==> config.mk <==
export PLATFORM = sky130hd
export DESIGN_NAME = hexlife_ctrl
export DESIGN_NICKNAME = d
export VERILOG_FILES = /design/src/hexlife_pkg.sv /design/src/hexlife_ctrl.sv
export VERILOG_INCLUDE_DIRS = /design/src /design/src/src
export SDC_FILE = /design/constraint.sdc
export NUM_CORES = 1
export LEC_CHECK = 0
export CELL_PAD_IN_SITES_DETAIL_PLACEMENT = 1
export CELL_PAD_IN_SITES_GLOBAL_PLACEMENT = 2
export CORE_UTILIZATION = 37
export CTS_CLUSTER_DIAMETER = 80
export DETAILED_ROUTE_END_ITERATION = 16
export DONT_BUFFER_PORTS = 1
export PLACE_DENSITY_LB_ADDON = 0.3
export SYNTH_ARGS = -nofsm -noshare
export SYNTH_HDL_FRONTEND = slang
export SYNTH_SLANG_ARGS = --single-unit
==> constraint.sdc <==
create_clock -name clk -period 2.03 [get_ports clk]
set_input_delay 0.406 -clock clk [delete_from_list [all_inputs] [get_ports clk]]
set_output_delay 0.406 -clock clk [all_outputs]
set_load 0.05 [all_outputs]
==> src/assert_macros.svh <==
// ----------------------------------------------------------------------------
// assert_macros.svh
// Shared assertion macros for the hexagonal life block.
// ----------------------------------------------------------------------------
`ifndef ASSERT_MACROS_SVH
`define ASSERT_MACROS_SVH

// Same-cycle implication, disabled while reset is asserted.
`define HL_ASSERT_NOW(lbl, clk_s, rstn_s, ante, cons) \
    lbl: assert property (@(posedge clk_s) disable iff (!rstn_s) (ante) |-> (cons)) \
        else $error("hexlife: same-cycle check failed");

// Next-cycle implication, disabled while reset is asserted.
`define HL_ASSERT_NEXT(lbl, clk_s, rstn_s, ante, cons) \
    lbl: assert property (@(posedge clk_s) disable iff (!rstn_s) (ante) |=> (cons)) \
        else $error("hexlife: next-cycle check failed");

`endif

==> src/hexlife_pkg.sv <==
// ----------------------------------------------------------------------------
// hexlife_pkg
// Types, codes and constants shared by the hexagonal life block.
// ----------------------------------------------------------------------------
package hexlife_pkg;

    localparam int FUNC_W = 2;
    localparam int ROW_W  = 6;
    localparam int COL_W  = 6;
    localparam int LIVE_W = 13;

    localparam logic [LIVE_W-1:0] COUNT_MAX = 13'd8191;

    // Neighbor count that makes a cell live (birth and survival alike).
    localparam logic [2:0] BIRTH_SURVIVE = 3'd2;

    typedef enum logic [FUNC_W-1:0] {
        FUNC_WRITE   = 2'd0,
        FUNC_READ    = 2'd1,
        FUNC_ADVANCE = 2'd2
    } func_t;

    // Controller to datapath commands.
    typedef struct packed {
        logic latch;      // capture request fields, read addressed row
        logic adv_start;  // begin a generation: clear count, read row 0
        logic adv_prime;  // load first row buffer, read row 1
        logic adv_step;   // compute and write one row, advance the buffers
        logic cell_do;    // finish a cell write or read
        logic clr_step;   // clear one row after reset
        logic out_load;   // load the output payload registers
    } cmd_t;

    // Datapath to controller status.
    typedef struct packed {
        logic seq_last;   // row sequencer sits on the last row
        logic pipe_busy;  // live-count tree still holds rows
    } stat_t;

    // Number of registered levels in a fan-in-8 adder tree over n leaves.
    function automatic int tree_levels(input int n);
        int lv;
        int span;
        lv   = 1;
        span = 1;
        for (int i = 0; i < 8; i++) begin
            if (span < n) begin
                span = span * 8;
                lv   = lv + 1;
            end
        end
        return lv;
    endfunction

endpackage

==> src/hexlife_ctrl.sv <==
// ----------------------------------------------------------------------------
// hexlife_ctrl
// Sequencer for cell requests, generations, reset clearing and output handoff.
// ----------------------------------------------------------------------------
`include "assert_macros.svh"

module hexlife_ctrl
    import hexlife_pkg::*;
(
    input  logic              clk,
    input  logic              rst_n,
    input  logic              in_valid,
    output logic              in_ready,
    input  logic [FUNC_W-1:0] func,
    output logic              out_valid,
    input  logic              out_ready,
    output cmd_t              cmd,
    input  stat_t             st
);

    typedef enum logic [6:0] {
        ST_CLEAR = 7'b0000001,
        ST_IDLE  = 7'b0000010,
        ST_CELL  = 7'b0000100,
        ST_PRIME = 7'b0001000,
        ST_RUN   = 7'b0010000,
        ST_DRAIN = 7'b0100000,
        ST_DONE  = 7'b1000000
    } state_t;

    state_t state_reg;
    state_t state_next;
    logic   out_valid_reg;
    logic   out_valid_next;

    always_comb
    begin
        state_next = state_reg;
        cmd        = '0;
        case (state_reg)
            ST_CLEAR:
            begin
                cmd.clr_step = 1'b1;
                if (st.seq_last) begin
                    state_next = ST_IDLE;
                end
            end
            ST_IDLE:
            begin
                if (in_valid) begin
                    cmd.latch = 1'b1;
                    case (func)
                        FUNC_WRITE, FUNC_READ:
                        begin
                            state_next = ST_CELL;
                        end
                        FUNC_ADVANCE:
                        begin
                            cmd.adv_start = 1'b1;
                            state_next    = ST_PRIME;
                        end
                        default:
                        begin
                            state_next = ST_DONE;
                        end
                    endcase
                end
            end
            ST_CELL:
            begin
                cmd.cell_do = 1'b1;
                state_next  = ST_DONE;
            end
            ST_PRIME:
            begin
                cmd.adv_prime = 1'b1;
                state_next    = ST_RUN;
            end
            ST_RUN:
            begin
                cmd.adv_step = 1'b1;
                if (st.seq_last) begin
                    state_next = ST_DRAIN;
                end
            end
            ST_DRAIN:
            begin
                if (!st.pipe_busy) begin
                    state_next = ST_DONE;
                end
            end
            ST_DONE:
            begin
                if (!out_valid_reg || out_ready) begin
                    cmd.out_load = 1'b1;
                    state_next   = ST_IDLE;
                end
            end
            default:
            begin
                state_next = ST_IDLE;
            end
        endcase
    end

    always_comb
    begin
        out_valid_next = out_valid_reg;
        if (cmd.out_load) begin
            out_valid_next = 1'b1;
        end
        else if (out_ready) begin
            out_valid_next = 1'b0;
        end
    end

    always_ff @(posedge clk or negedge rst_n)
    begin
        if (!rst_n) begin
            state_reg     <= ST_CLEAR;
            out_valid_reg <= 1'b0;
        end
        else begin
            state_reg     <= state_next;
            out_valid_reg <= out_valid_next;
        end
    end

    assign in_ready  = (state_reg == ST_IDLE);
    assign out_valid = out_valid_reg;

    `HL_ASSERT_NEXT(a_run_to_drain, clk, rst_n, state_reg == ST_RUN && st.seq_last, state_reg == ST_DRAIN)
    `HL_ASSERT_NOW(a_load_free, clk, rst_n, cmd.out_load, !out_valid_reg || out_ready)
    `HL_ASSERT_NEXT(a_drain_wait, clk, rst_n, state_reg == ST_DRAIN && st.pipe_busy, state_reg == ST_DRAIN)

endmodule

After elaboration in Yosys (flattened, before gate mapping)
Cells that the tools add are included.
{"block": "totals", "regBits": 8, "latch_bits": 0, "ramBits": 0, "mem_bits_ro": 0, "input_bits": 8, "output_inout_bits": 9, "memories": 0}
{"block": "classes", "n_addsub": 0, "mul": 0, "div": 0, "n_lt_le_gt_ge": 0, "eq_ne": 14, "n_shift": 0, "n_mux": 18, "bitwise": 0, "n_reduce_logical": 6}
{"cell": "$pmux 7 s7", "count": 1}
{"cell": "$mux 7", "count": 5}
{"cell": "$pmux 7 s2", "count": 1}
{"cell": "$ne 2x2->1 const B", "count": 5}
{"cell": "$mux 1", "count": 9}
{"cell": "$eq 7x1->1 const B", "count": 1}
{"cell": "$eq 7x2->1 const B", "count": 1}
{"cell": "$eq 7x3->1 const B", "count": 1}
{"cell": "$eq 7x4->1 const B", "count": 1}
{"cell": "$eq 7x5->1 const B", "count": 1}
{"cell": "$eq 7x6->1 const B", "count": 1}
{"cell": "$eq 7x7->1 const B", "count": 1}
{"cell": "$reduce_and 5->1", "count": 1}
{"cell": "$mux 2", "count": 2}
{"cell": "$eq 2x1->1 const B", "count": 1}
{"cell": "$eq 2x2->1 const B", "count": 1}
{"cell": "$logic_not 2->1", "count": 1}
{"cell": "$reduce_bool 2->1", "count": 1}
{"cell": "$reduce_or 2->1", "count": 1}
{"cell": "$logic_not 1->1", "count": 1}
{"cell": "$logic_or 1x1->1", "count": 1}

Logic depth before layout (Yosys ltp)
{"block": "depth", "depth_word": 5, "mapped_depth": 5}

Least setup slack after synthesis
No wires, ideal clock.
{"block": "synth_path", "kind": "flip-flop to output port", "startpoint": "reg state_reg[5]", "endpoint": "out cmd[5] in the netlist's numbering", "arrival_time_ns": 1.708, "t_required_ns": 1.624, "setup_slack_ns": -0.084, "path_stages_with_launch": 5, "path_buffers": 0, "path_cell_list": "dfrtp_1 > nor2_2 > and4_4 > nand3_2 > nor2_1"}
{"element": "start: declaration", "line": "hexlife_ctrl.sv:31", "rtl": "state_t state_reg;"}
{"element": "start signal: assignment", "line": "hexlife_ctrl.sv:124", "rtl": "state_reg <= state_next;"}
{"element": "end: declaration", "line": "hexlife_ctrl.sv:17", "rtl": "output cmd_t cmd,"}

==> impl_metrics.toml <==
[detailed_routing]
detail_route.first_pass.iterations = 2
ant_nets = 0
vias = 447
drt_iter0_drc = 5
post-route-drc-count = 0
wire_per_inst_um = 16.6
via_per_inst = 5.59
drt_wl_total_um = 1330

[timing]
relSlewSlack = 0.632
finalSetupViolCount = 0
min_period_over_period = 0.963
fmax_mhz = 512
rsz0062_at_grt = "false"
hold_violations = 0
fin_worst_skew_ps = 10.7
min_period_ps = 1950
fin_tns_setup_ps = 0
maxSlewViolCount = 0
worst_pin_slew_ps = 552

[setup_path]
cp-start-kind = "register"
worstSetupEndpointType = "primary output"
cp.arrival_ps = 1550
cp_cell_sequence = "nor3_2 > nand4b_1 > nor2b_1 > buf_4"
critical-path-max-stage-delay_ps = 460
cpMaxStageDelayCell = "dfrtp_2"
crit_type = "reg2out"
path_max_fanout = 7
worstPathRequired_ps = 1620

[run]
maxCapViolations = 0

[logic_synthesis]
async_reset_ff_frac = 1.00
netlist.area_leader.share = 0.326
syn_avg_cell_area_sq_um = 9.94
synth_seq_area_share = 0.375
syn_nets = 62
synth_area_leader_cell = "dfrtp_1"
ys.flop_type = "dfrtp_1"
yosys_register_bits = 8
ys_types = 33
yosys_warnings = 0
yosys-top-cells-area = "dfrtp_1 33%, dfstp_2 4.9%, buf_6 4.2%"
syn-instance-count = 54
synthesis.area_sq_um = 537
synth-edff-count = 0

[global_routing]
track_usage = 0.200
grt_remaining_overflow = 0
grt_pass1_vias = 452
grt_pass1_wl_um = 2030
antenna_found_initial = 0
grt_max_degree = 10

[finish]
multi_input_area_sq_um = 318
final_nets = 74
final_cell_mix = "8 x buf_4, 4 x nor2_1, 4 x dfrtp_2"
drive_above_1_share = 0.446
antenna_cells = 0
final_common_cell = "buf_4"
area.growth.synth_to_final_pct = 24.9
regArea_sq_um = 206
final_util = 0.509
layoutNonFillerInstCount = 80
nFillCells = 150
largest_reg_flops = 7

[pwr]
ir_drop_mv = 0.776
p_leak_uw = 0.000301
powerDensity_nw_per_um2 = 1180

[cts]
root_buffer = "clkbuf_4"
clk_path_buf_depth = 2
cts_inserted_buffers = 3
clk_latency_ps = 260
cts.sinks = 8
clkTransAtPathRegs_ps = 60
htree_levels = 1
cts_tree = "yes"

[hold_path]
hold_path.class = "in2reg"

[placement]
place.gp.congestion = 0.817
place_inst = 72
numPortBuffers = 0
dp_hpwl_um = 1070

[floorplan]
die_area_sq_um = 1610
die_x_um = 40.1
start_util = 0.407
die_y_um = 40.1
row_count = 13
core-area_sq_um = 1320
io_pins = 17

[status]
status = "completed"
==> through the flow <==
step | total power [uW] | instance area (sq um) | hold slack [ps] | setup slack, ps
2_1_floorplan | 537 | 539 | 110 | 137
3_3_place_gp | 609 | 586 | 111 | 312
3_5_place_dp | 624 | 586 | 111 | 257
4_1_cts | 770 | 628 | 192 | 1.47
5_1_grt | 833 | 671 | 186 | 5.63
6_report | 789 | 671 | 198 | 75.4
==> logic make-up after synthesis <==
family | after synthesis | synth area share
buf+inv | 6 | 0.0769
flops | 8 | 0.375
compound gates | 7 | 0.105
simple gates | 30 | 0.394
xor+xnor | 3 | 0.0490
==> worst max-delay path, delay by kind of cell (launching register included) <==
family,cells,cell delay (ps)
AND/OR/NAND/NOR,3,620
flip-flops,1,460
buffers and inverters,1,210
==> power by group <==
| group | internal, uW | switching (uW) |
|---|---|---|
| clock network | 75.3 | 55.5 |
| logic | 161 | 258 |
| registers | 190 | 49.5 |
| total | 426 | 363 |
==> per-layer routing <==
layer | global-route usage | wire length [um]
met3 | 0.0333 | 60
met4 | 0.103 | 14
met1 | 0.254 | 582
met2 | 0.323 | 670
met5 | 0 | 0
==> synthesized netlist by cell type (2+ instances only) <==
master / number
xnor2_1: 2
nor2_1: 5
a21o_1: 2
nand4b_1: 2
nor3_1: 4
dfrtp_1: 7
nand2b_1: 2
nor4_1: 2
inv_1: 3
buf_6: 2
==> path summary, 6_finish.rpt <==
| path | startpoint | to | slack [ps] | cells past startpoint |
|---|---|---|---|---|
| worst max register to register | state_reg[5] | state_reg[4] | 560 | 3 |
| worst min-delay path | st[1] | state_reg[0] | 200 | 1 |
| worst max-delay path | state_reg[1] | cmd[0] | 80 | 4 |
| max in group asynchronous | rst_n | state_reg[0] | 1230 | 1 |
| min in group asynchronous | rst_n | state_reg[6] | 480 | 1 |
| worst min register to register | state_reg[0] | state_reg[0] | 590 | 2 |
==> repair_timing <==
item,in CTS,in global routing
pin swaps,0,1
gates resized for setup,1,7
setup endpoints to repair,1,3
setup buffers,0,3
hold endpoints to repair,8,0
hold buffers,1,0
==> final cells by class <==
cell class | count | area share
Clock buffer | 4 | 0.0392
Sequential cell | 8 | 0.308
Multi-Input combinational cell | 40 | 0.474
Inverter | 3 | 0.0168
Timing Repair Buffer | 10 | 0.134
Tap cell | 15 | 0.0280
(Power assumes the default switching activity.)
